<file path="src/hdl/stx_etx_frame_receiver_defines.svh">
// Assertion macros for the frame receiver.
// Define NO_ASSERTIONS to compile them out.
`ifndef STX_ETX_FRAME_RECEIVER_DEFINES_SVH
`define STX_ETX_FRAME_RECEIVER_DEFINES_SVH

`ifndef NO_ASSERTIONS
// Same-cycle implication, sampled on clk, off during reset.
`define SEFR_ASSERT_SAME(label, ante, cons) \
  label: assert property (@(posedge clk) disable iff (!rst_n) (ante) |-> (cons)) \
    else $error("sefr assertion failed");
// Next-cycle implication, sampled on clk, off during reset.
`define SEFR_ASSERT_NEXT(label, ante, cons) \
  label: assert property (@(posedge clk) disable iff (!rst_n) (ante) |=> (cons)) \
    else $error("sefr assertion failed");
`else
`define SEFR_ASSERT_SAME(label, ante, cons)
`define SEFR_ASSERT_NEXT(label, ante, cons)
`endif

`endif

</file>
<file path="src/hdl/sefr_pkg.sv">
`default_nettype none
package sefr_pkg;

  typedef logic [7:0] byte_t;

  typedef enum logic [2:0] {
    PH_WAIT = 3'd0,
    PH_SYNC = 3'd1,
    PH_LEN  = 3'd2,
    PH_DATA = 3'd3,
    PH_END  = 3'd4
  } phase_t;

  typedef enum logic [2:0] {
    ST_OK      = 3'd0,
    ST_FRAMING = 3'd1,
    ST_CSUM    = 3'd2,
    ST_UNKNOWN = 3'd3,
    ST_COMMAND = 3'd4,
    ST_DEBUG   = 3'd5
  } status_t;

  typedef enum logic [2:0] {
    CFG_START_BYTE   = 3'd0,
    CFG_END_BYTE     = 3'd1,
    CFG_SYNC_NORMAL  = 3'd2,
    CFG_SYNC_DEBUG   = 3'd3,
    CFG_DEBUG_OPCODE = 3'd4
  } cfg_idx_t;

  localparam byte_t START_BYTE_RST   = 8'h02;
  localparam byte_t END_BYTE_RST     = 8'h03;
  localparam byte_t SYNC_NORMAL_RST  = 8'h00;
  localparam byte_t SYNC_DEBUG_RST   = 8'h01;
  localparam byte_t DEBUG_OPCODE_RST = 8'h01;

  // Valid command opcodes in a normal frame.
  localparam byte_t OPC_FIRST = 8'h01;
  localparam byte_t OPC_LAST  = 8'h06;

  typedef struct packed {
    byte_t start_byte;
    byte_t end_byte;
    byte_t sync_normal;
    byte_t sync_debug;
    byte_t debug_opcode;
  } cfg_t;

  typedef struct packed {
    status_t    status;
    logic [2:0] command;
    logic       debug_on;
  } result_t;

endpackage
`default_nettype wire

</file>
<file path="src/hdl/sefr_cfg_regs.sv">
`default_nettype none
module sefr_cfg_regs (
  input  wire logic            clk,
  input  wire logic            rst_n,
  input  wire logic            cfg_we,
  input  wire logic [2:0]      cfg_index,
  input  wire logic [7:0]      cfg_wdata,
  output sefr_pkg::cfg_t       cfg
);
  import sefr_pkg::*;

  cfg_t cfg_r;
  cfg_t cfg_nxt;

  always_comb begin
    cfg_nxt = cfg_r;
    if (cfg_we) begin
      case (cfg_idx_t'(cfg_index))
        CFG_START_BYTE:   cfg_nxt.start_byte   = cfg_wdata;
        CFG_END_BYTE:     cfg_nxt.end_byte     = cfg_wdata;
        CFG_SYNC_NORMAL:  cfg_nxt.sync_normal  = cfg_wdata;
        CFG_SYNC_DEBUG:   cfg_nxt.sync_debug   = cfg_wdata;
        CFG_DEBUG_OPCODE: cfg_nxt.debug_opcode = cfg_wdata;
        default:          cfg_nxt = cfg_r;  // drop writes past the last register
      endcase
    end
  end

  always_ff @(posedge clk) begin
    if (!rst_n) begin
      cfg_r.start_byte   <= START_BYTE_RST;
      cfg_r.end_byte     <= END_BYTE_RST;
      cfg_r.sync_normal  <= SYNC_NORMAL_RST;
      cfg_r.sync_debug   <= SYNC_DEBUG_RST;
      cfg_r.debug_opcode <= DEBUG_OPCODE_RST;
    end else begin
      cfg_r <= cfg_nxt;
    end
  end

  assign cfg = cfg_r;

endmodule
`default_nettype wire

</file>
<file path="src/hdl/sefr_frame_fsm.sv">
`default_nettype none
module sefr_frame_fsm (
  input  wire logic            clk,
  input  wire logic            rst_n,
  input  wire logic            step,
  input  wire logic [7:0]      rx_byte,
  input  wire sefr_pkg::cfg_t  cfg,
  output sefr_pkg::result_t    res
);
  import sefr_pkg::*;

  phase_t phase_r, phase_nxt;
  byte_t  remaining_r, remaining_nxt;
  byte_t  frame_sync_r, frame_sync_nxt;
  byte_t  frame_opcode_r, frame_opcode_nxt;
  logic   opcode_seen_r, opcode_seen_nxt;
  byte_t  running_sum_r, running_sum_nxt;
  logic   sum_matched_r, sum_matched_nxt;
  logic   debug_mode_r, debug_mode_nxt;

  status_t    fin_status;
  logic [2:0] fin_command;
  logic       fin_toggle;

  // Next phase.
  always_comb begin
    case (phase_r)
      PH_SYNC: phase_nxt = PH_LEN;
      PH_LEN:  phase_nxt = (rx_byte == 8'd0) ? PH_WAIT : PH_DATA;
      PH_DATA: phase_nxt = (remaining_r != 8'd1) ? PH_DATA : PH_END;
      PH_END:  phase_nxt = PH_WAIT;
      default: phase_nxt = (rx_byte == cfg.start_byte) ? PH_SYNC : PH_WAIT;
    endcase
  end

  // Verdict for a frame closed by the end byte.
  always_comb begin
    fin_status  = ST_UNKNOWN;
    fin_command = 3'd0;
    fin_toggle  = 1'b0;
    if (!debug_mode_r && !sum_matched_r) begin
      fin_status = ST_CSUM;
    end else if (frame_sync_r == cfg.sync_normal) begin
      if (opcode_seen_r && frame_opcode_r >= OPC_FIRST && frame_opcode_r <= OPC_LAST) begin
        fin_status  = ST_COMMAND;
        fin_command = frame_opcode_r[2:0];
      end
    end else if (frame_sync_r == cfg.sync_debug) begin
      if (opcode_seen_r && frame_opcode_r == cfg.debug_opcode) begin
        fin_status = ST_DEBUG;
        fin_toggle = 1'b1;
      end
    end
  end

  // Frame datapath and per-byte result.
  always_comb begin
    remaining_nxt    = remaining_r;
    frame_sync_nxt   = frame_sync_r;
    frame_opcode_nxt = frame_opcode_r;
    opcode_seen_nxt  = opcode_seen_r;
    running_sum_nxt  = running_sum_r;
    sum_matched_nxt  = sum_matched_r;
    debug_mode_nxt   = debug_mode_r;
    res.status       = ST_OK;
    res.command      = 3'd0;
    case (phase_r)
      PH_SYNC: frame_sync_nxt = rx_byte;
      PH_LEN: begin
        if (rx_byte == 8'd0) begin
          res.status = ST_FRAMING;
        end else begin
          remaining_nxt    = rx_byte;
          running_sum_nxt  = 8'd0;
          opcode_seen_nxt  = 1'b0;
          frame_opcode_nxt = 8'd0;
          sum_matched_nxt  = 1'b0;
        end
      end
      PH_DATA: begin
        if (remaining_r != 8'd1) begin
          running_sum_nxt = running_sum_r + rx_byte;
          if (!opcode_seen_r) begin
            frame_opcode_nxt = rx_byte;
            opcode_seen_nxt  = 1'b1;
          end
          remaining_nxt = remaining_r - 8'd1;
        end else begin
          sum_matched_nxt = (rx_byte == running_sum_r);
        end
      end
      PH_END: begin
        if (rx_byte == cfg.end_byte) begin
          res.status     = fin_status;
          res.command    = fin_command;
          debug_mode_nxt = debug_mode_r ^ fin_toggle;
        end else begin
          res.status = ST_FRAMING;
        end
      end
      default: begin
        if (rx_byte != cfg.start_byte) res.status = ST_FRAMING;
      end
    endcase
    res.debug_on = debug_mode_nxt;
  end

  always_ff @(posedge clk) begin
    if (!rst_n) begin
      phase_r        <= PH_WAIT;
      remaining_r    <= 8'd0;
      frame_sync_r   <= 8'd0;
      frame_opcode_r <= 8'd0;
      opcode_seen_r  <= 1'b0;
      running_sum_r  <= 8'd0;
      sum_matched_r  <= 1'b0;
      debug_mode_r   <= 1'b0;
    end else if (step) begin
      phase_r        <= phase_nxt;
      remaining_r    <= remaining_nxt;
      frame_sync_r   <= frame_sync_nxt;
      frame_opcode_r <= frame_opcode_nxt;
      opcode_seen_r  <= opcode_seen_nxt;
      running_sum_r  <= running_sum_nxt;
      sum_matched_r  <= sum_matched_nxt;
      debug_mode_r   <= debug_mode_nxt;
    end
  end

endmodule
`default_nettype wire

</file>
<file path="src/hdl/stx_etx_frame_receiver.sv">
`default_nettype none
// Byte-stream frame receiver: start byte, sync byte, length L, L-1 data bytes
// (first is the opcode), checksum byte, end byte. Every accepted byte gives
// one result transaction with a status, a command code and the debug flag.
// One byte per cycle is sustained while out_ready is high: a byte sits in the
// input register, the frame state machine evaluates it and the result lands
// in the output register. The input side keeps taking bytes while a result
// waits, until both registers hold one.
// Configuration registers take effect at once; write them only while idle.
`include "stx_etx_frame_receiver_defines.svh"
module stx_etx_frame_receiver (
  input  wire logic        clk,
  input  wire logic        rst_n,
  input  wire logic        in_valid,
  output logic             in_ready,
  input  wire logic [7:0]  in_rx_byte,
  output logic             out_valid,
  input  wire logic        out_ready,
  output logic [2:0]       out_status,
  output logic [2:0]       out_command,
  output logic             out_debug_on,
  input  wire logic        cfg_we,
  input  wire logic [2:0]  cfg_index,
  input  wire logic [7:0]  cfg_wdata
);
  import sefr_pkg::*;

  cfg_t    cfg;
  result_t res;

  logic    s1_valid_r, s1_valid_nxt;
  byte_t   s1_byte_r;
  logic    s1_adv;
  logic    out_valid_r, out_valid_nxt;
  result_t out_r;

  // Advance a byte when the output register is free or being drained.
  assign s1_adv   = s1_valid_r && (!out_valid_r || out_ready);
  assign in_ready = !s1_valid_r || s1_adv;

  assign s1_valid_nxt  = (in_valid && in_ready) || (s1_valid_r && !s1_adv);
  assign out_valid_nxt = s1_adv || (out_valid_r && !out_ready);

  sefr_cfg_regs u_cfg (
    .clk       (clk),
    .rst_n     (rst_n),
    .cfg_we    (cfg_we),
    .cfg_index (cfg_index),
    .cfg_wdata (cfg_wdata),
    .cfg       (cfg)
  );

  sefr_frame_fsm u_fsm (
    .clk     (clk),
    .rst_n   (rst_n),
    .step    (s1_adv),
    .rx_byte (s1_byte_r),
    .cfg     (cfg),
    .res     (res)
  );

  always_ff @(posedge clk) begin
    if (!rst_n) begin
      s1_valid_r  <= 1'b0;
      out_valid_r <= 1'b0;
      out_r       <= '{status: ST_OK, command: 3'd0, debug_on: 1'b0};
    end else begin
      s1_valid_r  <= s1_valid_nxt;
      out_valid_r <= out_valid_nxt;
      if (s1_adv) out_r <= res;
    end
  end

  always_ff @(posedge clk) begin
    if (in_valid && in_ready) s1_byte_r <= in_rx_byte;
  end

  assign out_valid    = out_valid_r;
  assign out_status   = out_r.status;
  assign out_command  = out_r.command;
  assign out_debug_on = out_r.debug_on;

  `SEFR_ASSERT_SAME(a_cmd_only_with_command, out_valid_r,
    ((out_r.status == ST_COMMAND) == (out_r.command != 3'd0)))
  `SEFR_ASSERT_NEXT(a_debug_flag_flips, s1_adv && res.status == ST_DEBUG,
    out_r.debug_on != $past(out_r.debug_on))
  `SEFR_ASSERT_NEXT(a_no_byte_lost, s1_valid_r && out_valid_r && !out_ready, s1_valid_r)
  `SEFR_ASSERT_NEXT(a_flag_steady_otherwise, s1_adv && res.status != ST_DEBUG,
    out_r.debug_on == $past(out_r.debug_on))

endmodule
`default_nettype wire
</file>
<file path="config.mk">
export PLATFORM = sky130hd
export DESIGN_NAME = stx_etx_frame_receiver
export DESIGN_NICKNAME = d
export VERILOG_FILES = /design/src/hdl/sefr_pkg.sv /design/src/hdl/sefr_cfg_regs.sv /design/src/hdl/sefr_frame_fsm.sv /design/src/hdl/stx_etx_frame_receiver.sv
export VERILOG_INCLUDE_DIRS = /design/src /design/src/hdl
export SDC_FILE = /design/constraint.sdc
export NUM_CORES = 1
export LEC_CHECK = 0
export BUFFER_PORTS_ARGS = -buffer_cell sky130_fd_sc_hd__buf_2
export CAP_MARGIN = 20
export CORE_MARGIN = 2
export CORE_UTILIZATION = 50
export CTS_BUF_LIST = sky130_fd_sc_hd__clkbuf_8
export DETAILED_ROUTE_END_ITERATION = 16
export GPL_ROUTABILITY_DRIVEN = 0
export PLACE_DENSITY_LB_ADDON = 0.25
export SYNTH_ARGS = -nofsm -noshare
export SYNTH_HDL_FRONTEND = slang
export SYNTH_SLANG_ARGS = --single-unit
</file>
<file path="constraint.sdc">
create_clock -name clk -period 2.92 [get_ports clk]
set_input_delay 0.876 -clock clk [delete_from_list [all_inputs] [get_ports clk]]
set_output_delay 0.876 -clock clk [all_outputs]
set_load 0.02 [all_outputs]
</file>
== Yosys cells after proc, flatten, opt, wreduce, memory -nomap -nowiden ==
Index checks and enable logic that the tools add are counted.

* Add/subtract/negate cells: 2
* Order comparisons: 2
* Equal/unequal tests: 20
* Mux-type cells: 36
* Bitwise logic cells: 1
* Reduce and logical (&&, ||, !) cells: 32

{| class="wikitable"
|+ Operators by type and width
! kind !! count
|-
| $eq 8x8->1 || 6
|-
| $mux 8 || 6
|-
| $pmux 8 s2 || 3
|-
| $mux 3 || 12
|-
| $eq 3x2->1 const B || 4
|-
| $pmux 3 s4 || 1
|-
| $reduce_and 2->1 || 6
|-
| $mux 1 || 10
|-
| $pmux 3 s3 || 1
|-
| $add 8x8->8 || 1
|-
| $ge 8x1->1 const B || 1
|-
| $le 8x3->1 const B || 1
|-
| $logic_and 1x1->1 || 8
|-
| $logic_not 8->1 || 1
|-
| $ne 8x1->1 const B || 1
|-
| $ne 8x8->1 || 1
|-
| $reduce_and 4->1 || 2
|-
| $sub 8x1->8 const B || 1
|-
| $eq 3x1->1 const B || 2
|-
| $eq 3x3->1 const B || 2
|-
| $logic_not 1->1 || 6
|-
| $ne 2x2->1 const B || 3
|-
| $reduce_and 5->1 || 1
|-
| $logic_or 1x1->1 || 4
|-
| 8 further kinds || 9
|}

* Flip-flop bits (word level): 94
* Output and inout port bits: 9
* Logic and storage cells: 111

== Depth between registers and ports, before layout ==
Gate-level depths: netlist (run 1).

* Word-level depth: 8
* Gate-level depth with buffers: 9

== Cells and area by module ==
Synthesis (run 1) repeated with hierarchy kept, for this count alone.

* Cells, all modules: 537
* Area, all modules: 4918.5 um^2

{| class="wikitable"
|+ Modules (own cells, without submodules)
! module !! instances !! cells an instance !! area each (um^2) !! sequential area each (um^2)
|-
| sefr_frame_fsm || 1 || 343 || 2787.7 || 760.7
|-
| sefr_cfg_regs || 1 || 146 || 1512.7 || 800.8
|-
| stx_etx_frame_receiver || 1 || 48 || 618.1 || 420.4
|}

== Least setup slack after synthesis (run 1) ==
Ideal clock, no wire load.

* Path kind: input to register
* From: input port out_ready
* To: register u_fsm.frame_sync_r[0]
* Arrival: 2.225 ns
* Data required time: 2.792 ns
* Slack: 0.568 ns
* Cell stages on the path: 6
* Path buffers: 1
* Path through: nand2b_1 > nand2_1 > or4b_2 > clkbuf_1 > mux2i_1 > nor2_1

* Word-level cells in the longest chain between the ends: 3

{| class="wikitable"
|+ Ends and longest elaborated chain
! item !! line !! text
|-
| start: declaration || stx_etx_frame_receiver.sv:18 || <nowiki>input wire logic out_ready,</nowiki>
|-
| $logic_or 1x1->1 || stx_etx_frame_receiver.sv:38 || <nowiki>assign s1_adv = s1_valid_r && (!out_valid_r || out_ready);</nowiki>
|-
| $logic_and 1x1->1 || stx_etx_frame_receiver.sv:38 ||
|-
| $reduce_and 2->1 (no line) || - ||
|-
| end signal: assignment || sefr_frame_fsm.sv:121 || <nowiki>frame_sync_r <= frame_sync_nxt;</nowiki>
|-
| end: declaration || sefr_frame_fsm.sv:14 || <nowiki>byte_t frame_sync_r, frame_sync_nxt;</nowiki>
|}

Every way passes these cells.
A chain may end at the register's enable or synchronous reset.

== Worst setup path after layout (run 1) ==
* From: input port out_ready
* To: output port in_ready

* Word-level cells in the longest chain between the ends: 3

{| class="wikitable"
|+ Ends and longest elaborated chain
! item !! line !! text
|-
| $logic_or 1x1->1 || stx_etx_frame_receiver.sv:38 ||
|-
| $logic_and 1x1->1 || stx_etx_frame_receiver.sv:38 ||
|-
| $logic_or 1x1->1 || stx_etx_frame_receiver.sv:39 || <nowiki>assign in_ready = !s1_valid_r || s1_adv;</nowiki>
|-
| end: declaration || stx_etx_frame_receiver.sv:15 || <nowiki>output logic in_ready,</nowiki>
|}

Every way passes these cells.

==> impl_metrics.csv, run 1 <==
group,metric,value,unit
logic_synthesis,synth_most_common_cell,"nand2_1",
logic_synthesis,syn_nets,574,
logic_synthesis,ys_seq_area_share,42.89,%
routing,vias_per_cell,5.866,
grt,grt_max_degree,58,
grt,grt_remaining_overflow,0,
logic_synthesis,netlist_area,4574,sq um
floorplanning,core,8806,sq um
routing,wire_per_inst,16.57,microns
sta,fin_crit_sh,78.50,%
place,port-buffer-count,32,
routing,vias,3936,
cts,cts_tree,"done",
sta,final_hold_viol_count,0,
worst_setup_path,path_class,"input pin to output pin",
grt,grt_pass1_vias,3703,
place,hpwlAfterDp,7738,microns
routing,drc_errors,0,
floorplanning,pin_count,33,
worst_setup_path,cp.required,2.04,ns
worst_hold_path,hp-class,"flip-flop to flip-flop",
sta,fin_skew,0.01223,ns
cts,cts_buffers,9,
cts,post_cts_buffers,0,
logic_synthesis,synth_top_area_share,37.64,%
floorplanning,rows,34,
floorplanning,die_height,99.65,microns
grt,antenna_found_initial,0,
routing,wirelength,11120,microns
logic_synthesis,avgSynthCellArea,8.471,sq um
final_layout,layout-drive-gt1-share,12.26,%
sta,fmax,436.3,MHz
floorplanning,die-area,9930,sq um
logic_synthesis,synth_common_cells,"nand2_1, dfxtp_1, a21oi_1, nor2_1, clkbuf_1",
final_layout,final_area,5040,sq um
logic_synthesis,synth-warning-count,0,
final_layout,final_core_util,57.23,%
logic_synthesis,ys_seq_elements,94,
cts,clock_latency,0.37,ns
logic_synthesis,async_reset_ff_share,0,%
run_status,outcome,"completed",
cts,htree_levels,3,
sta,setup_viol,0,
sta,whs,0.4705,ns
cts,clock-sinks,94,
worst_setup_path,cp-end-kind,"output pin",
power,p_leak,0.001949,uW
sta,finalSetupTns,0,ns
cts,clkTransAtPathRegs,0.09,ns
floorplanning,start_util,51.95,%
logic_synthesis,synth.area.top_cells,"dfxtp_1, nand2_1, a21oi_1, edfxtp_1, xor2_1",
logic_synthesis,synth-edff-count,8,
worst_setup_path,start_kind,"input pin",
sta,slew_violations,0,
sta,max_slew_margin,49.88,%
final_layout,layout.nets,592,
cts,cts_hold_buffers,0,
power,ir_drop,0.3152,mV
cts,clock_path_buffers,2,
routing,final_antenna_net_count,0,
sta,grt_setup_unrepaired,"no",
grt,grt_first_pass_wirelength,18320,microns
place,place_ws,0.4258,ns
final_layout,area_growth,10.17,%
routing,first_pass_iters,4,
place,postPlaceCellArea,4792,sq um
worst_setup_path,path_max_fanout,3,
sta,period_minus_slack,2.292,ns
logic_synthesis,syn_inst,540,
logic_synthesis,synth_flop_cell,"dfxtp_1",
cts,cts_resized,0,
cts,root_buffer,"clkbuf_8",
logic_synthesis,synth_cell_types,59,
routing,drt_iter0_drc,232,
sta,tightestPinTransition,0.7517,ns
power,p_per_area,509.2,nW/um^2
sta,fin_ws,0.6278,ns
logic_synthesis,synth_area_leader_cell,"dfxtp_1",
worst_setup_path,cp.arrival,1.42,ns
job,drv_cap,0,
floorplanning,die_w,99.65,microns
final_layout,antennaDiodeCount,0,
grt,grt_use_total,23.35,%
critical path: stages:
cell and delay, ns:
buf_2 0.10, nor2b_1 0.18, nand2_1 0.09, buf_2 0.17
layout by cell type (no fill, tap or decap), types with 8 or more instances in the layout:
cell	instances
nor3_1	8
nand2_1	109
nand4_1	13
nor2_1	40
nand3_1	16
dfxtp_1	86
ha_1	9
o21ai_0	13
mux2i_1	9
a21oi_1	55
clkbuf_8	10
edfxtp_1	8
nor4_1	11
buf_2	32
xnor2_1	20
xor2_1	25
layer usage:
| layer | vias up | part of all wire [%] | global-route usage (%) |
|---|---|---|---|
| met5 | - | 0 | 0 |
| met4 | 0 | 2.2 | 9.905 |
| met3 | 24 | 7.0 | 3.865 |
| met2 | 132 | 45 | 35.65 |
| met1 | 1852 | 46 | 32.80 |
| li1 | 1928 | - | - |
final cells by class:
class	count	area, sq um
Clock buffer	10	137.6
Inverter	4	15.01
Multi-Input combinational cell	409	2447
Clock inverter	6	110.1
Tap cell	108	135.1
Sequential cell	94	1962
Fill cell	778	3766
Timing Repair Buffer	40	232.7
sequential cells by signal (all words and copies together) (netlist names):
signal and count:
out_command 3, out_status 3, out_valid 1, s1_byte_r 8, s1_valid_r 1, u_cfg.cfg 40
u_fsm.debug_mode_r 1, u_fsm.frame_opcode_r 8, u_fsm.frame_sync_r 8, u_fsm.opcode_seen_r 1, u_fsm.phase_r 3, u_fsm.remaining_r 8
u_fsm.running_sum_r 8, u_fsm.sum_matched_r 1
final timing paths:
path	start	to	slack (ns)	cells after the start
max	out_ready	in_ready	0.63	4
min	u_cfg.cfg[7]$_SDFFE_PN0P_	u_cfg.cfg[7]$_SDFFE_PN0P_	0.47	2
max reg2reg	s1_byte_r[4]$_DFFE_PP_	u_fsm.running_sum_r[4]$_SDFFE_PN0P_	0.69	6
min reg2reg	u_cfg.cfg[7]$_SDFFE_PN0P_	u_cfg.cfg[7]$_SDFFE_PN0P_	0.47	2
report_power, final:
group          total, uW  leakage (uW)  internal [uW]  switching [uW]
registers           1360      0.000773           1320            34.7
logic                152       0.00105           57.4            94.8
clock network       1060      0.000124            591             467
total               2570       0.00195           1970             597
cells by family (layout without fill, tap and decap cells):
family / after synthesis / after routing / synth area share (%)
adders and majority gates: 10 / 10 / 2.899
xor gates and xnor gates: 45 / 45 / 8.616
muxes: 9 / 9 / 1.969
buffers and inverters: 37 / 60 / 3.610
and+or+nand+nor: 234 / 234 / 24.23
DFF: 94 / 94 / 42.89
AOI/OAI and AO/OA: 111 / 111 / 15.78
through the flow:
step / std cells / power (uW)
floorplan: 540 / 1471
global placement: 655 / 1532
detailed placement: 655 / 1537
CTS: 671 / 2575
global route: 671 / 2648
finish: 671 / 2566
Note: power is estimated with default switching activity, not from simulation.
==> run 2: changes to the inputs <==
==> constraint.sdc (replaced) <==
create_clock -name clk -period 2.4 [get_ports clk]
set_input_delay 0.72 -clock clk [delete_from_list [all_inputs] [get_ports clk]]
set_output_delay 0.72 -clock clk [all_outputs]
set_load 0.02 [all_outputs]
==> run 2 against run 1 <==
Against the previous run:
- wire length up 4.2%
- highest routed layer unchanged
- critical endpoint is now u_fsm.running_sum_r[6]$_SDFFE_PN0P_
- sequential share of layout area decreased by 0.20 points
- die area unchanged
- clock power increased by 10%
- count of clock-buffer cells in the layout unchanged
- setup slack worse by 0.45 ns
- global-route usage up 0.83 points
- register-to-register slack lost 0.52 ns
- critical path type is now flip-flop to flip-flop
==> impl_metrics.csv, run 2 (same netlist as run 1, synthesis figures left out) <==
group,metric,value,unit
run_status,outcome,"completed",
cts,cts_buffers,9,
sta,fmax,449.3,MHz
final_layout,multiInputGateArea,2447,sq um
place,dp.cells,662,
grt,use_met2,37.68,%
final_layout,layout.nets,599,
worst_hold_path,hp-class,"flip-flop to flip-flop",
sta,finalSetupTns,0,ns
grt,grt_max_degree,63,
grt,grt_use_total,24.18,%
floorplanning,pin_count,33,
worst_hold_path,min_from,"u_cfg.cfg[36]$_SDFFE_PN0P_",
grt,busiest_layer,"met2",
place,port-buffer-count,32,
routing,drt_iter0_drc,381,
worst_setup_path,cp.required,2.64,ns
cts,cts_hold_buffers,0,
grt,grt_first_pass_wirelength,19160,microns
routing,vias,3968,
grt,grt_remaining_overflow,0,
final_layout,largest_register_ff_count,40,
cts,clock_path_buffers,2,
floorplanning,die-area,9930,sq um
floorplanning,start_util,51.95,%
floorplanning,die_w,99.65,microns
cts,root_buffer,"clkbuf_8",
final_layout,layout_common_cells,"nand2_1, dfxtp_1, a21oi_1",
final_layout,area_growth,10.75,%
worst_setup_path,path_class,"flip-flop to flip-flop",
power,ir_drop,0.4376,mV
final_layout,antennaDiodeCount,0,
final_layout,layout-drive-gt1-share,13.51,%
worst_setup_path,cp-startpoint,"s1_byte_r[0]$_DFFE_PP_",
grt,use_met3,3.654,%
worst_setup_path,start_kind,"flip-flop",
sta,tightestPinTransition,0.5357,ns
power,p_per_area,595.9,nW/um^2
sta,grt_setup_unrepaired,"no",
floorplanning,rows,34,
cts,cts_tree,"done",
cts,htree_levels,3,
place,hpwlAfterDp,8203,microns
cts,post_cts_buffers,0,
worst_setup_path,cp.arrival,2.47,ns
grt,grt_pass1_vias,3782,
grt,grtUsageMet1,35.19,%
sta,max_slew_margin,64.16,%
floorplanning,core,8806,sq um
routing,drc_errors,0,
cts,cts_resized,0,
sta,fin_crit_sh,92.74,%
routing,first_pass_iters,5,
job,drv_cap,0,
sta,slew_violations,0,
sta,final_hold_viol_count,0,
routing,vias_per_cell,5.853,
worst_setup_path,r2r-start,"s1_byte_r[0]$_DFFE_PP_",
routing,wire_per_inst,17.08,microns
worst_setup_path,path_max_fanout,8,
final_layout,seqCellArea,1962,sq um
cts,clock_latency,0.36,ns
floorplanning,die_height,99.65,microns
cts,clkTransAtPathRegs,0.09,ns
final_layout,final_cell_count_no_fill,678,
power,p_leak,0.001976,uW
routing,wirelength,11580,microns
final_layout,fillers,795,
cts,clock-sinks,94,
sta,setup_viol,0,
final_layout,final_common_cell,"nand2_1",
sta,fin_skew,0.01097,ns
sta,period_minus_slack,2.226,ns
worst_setup_path,cp-end-kind,"flip-flop",
grt,antenna_found_initial,0,
routing,final_antenna_net_count,0,
[run 2: cell types whose count changed in the layout (fill, tap and decap cells not counted)]
cell,before,now
clkinv_4,1,0
bufinv_16,3,2
buf_4,7,14
inv_6,0,1
inv_1,4,3
clkinv_2,0,3
clkinvlp_4,1,0
[run 2: power by group]
part	leakage, uW	switching, uW	internal (uW)
clock network	0.000116	559	614
logic	0.00109	127	76.6
registers	0.000773	34.2	1610
[run 2: layout make-up]
| cell class | instances | area share (%) |
|---|---|---|
| Clock inverter | 6 | 1.655 |
| Inverter | 4 | 0.2964 |
| Multi-Input combinational cell | 409 | 48.31 |
| Tap cell | 108 | 2.667 |
| Clock buffer | 10 | 2.717 |
| Timing Repair Buffer | 47 | 5.631 |
| Sequential cell | 94 | 38.73 |
[run 2: critical path: stages, from the launching register on]
cell and delay, ns:
edfxtp_1 0.59, ha_1 0.32, fa_1 0.41, a21o_1 0.17
a21oi_1 0.24, o21ai_0 0.15, xnor2_1 0.14, o21ai_1 0.08
[run 2: metal layers]
layer,up-vias,share of wire [%]
li1,1940,-
met1,1887,46
met2,128,46
met3,13,6.4
met4,0,1.3
met5,-,0
[run 2: final timing paths]
kind | end | slack (ns) | depth (start not counted)
min reg2reg | u_cfg.cfg[36]$_SDFFE_PN0P_ | 0.47 | 2
max reg2reg | u_fsm.running_sum_r[6]$_SDFFE_PN0P_ | 0.17 | 7
min | u_cfg.cfg[36]$_SDFFE_PN0P_ | 0.47 | 2
max | u_fsm.running_sum_r[6]$_SDFFE_PN0P_ | 0.17 | 7
[run 2: through the flow]
step	power, uW	hold slack (ns)	utilization, %	setup WS [ns]	area [sq um]
after floorplan	1790	0.4405	-	0.2035	4574
after global placement	1872	0.4495	55.02	0.1574	4845
after detailed placement	1878	0.4595	55.02	0.1111	4845
after CTS	3034	0.4722	57.53	0.1802	5066
after global routing	3122	0.4835	57.53	0.003119	5066
final	3019	0.4719	57.53	0.1742	5066
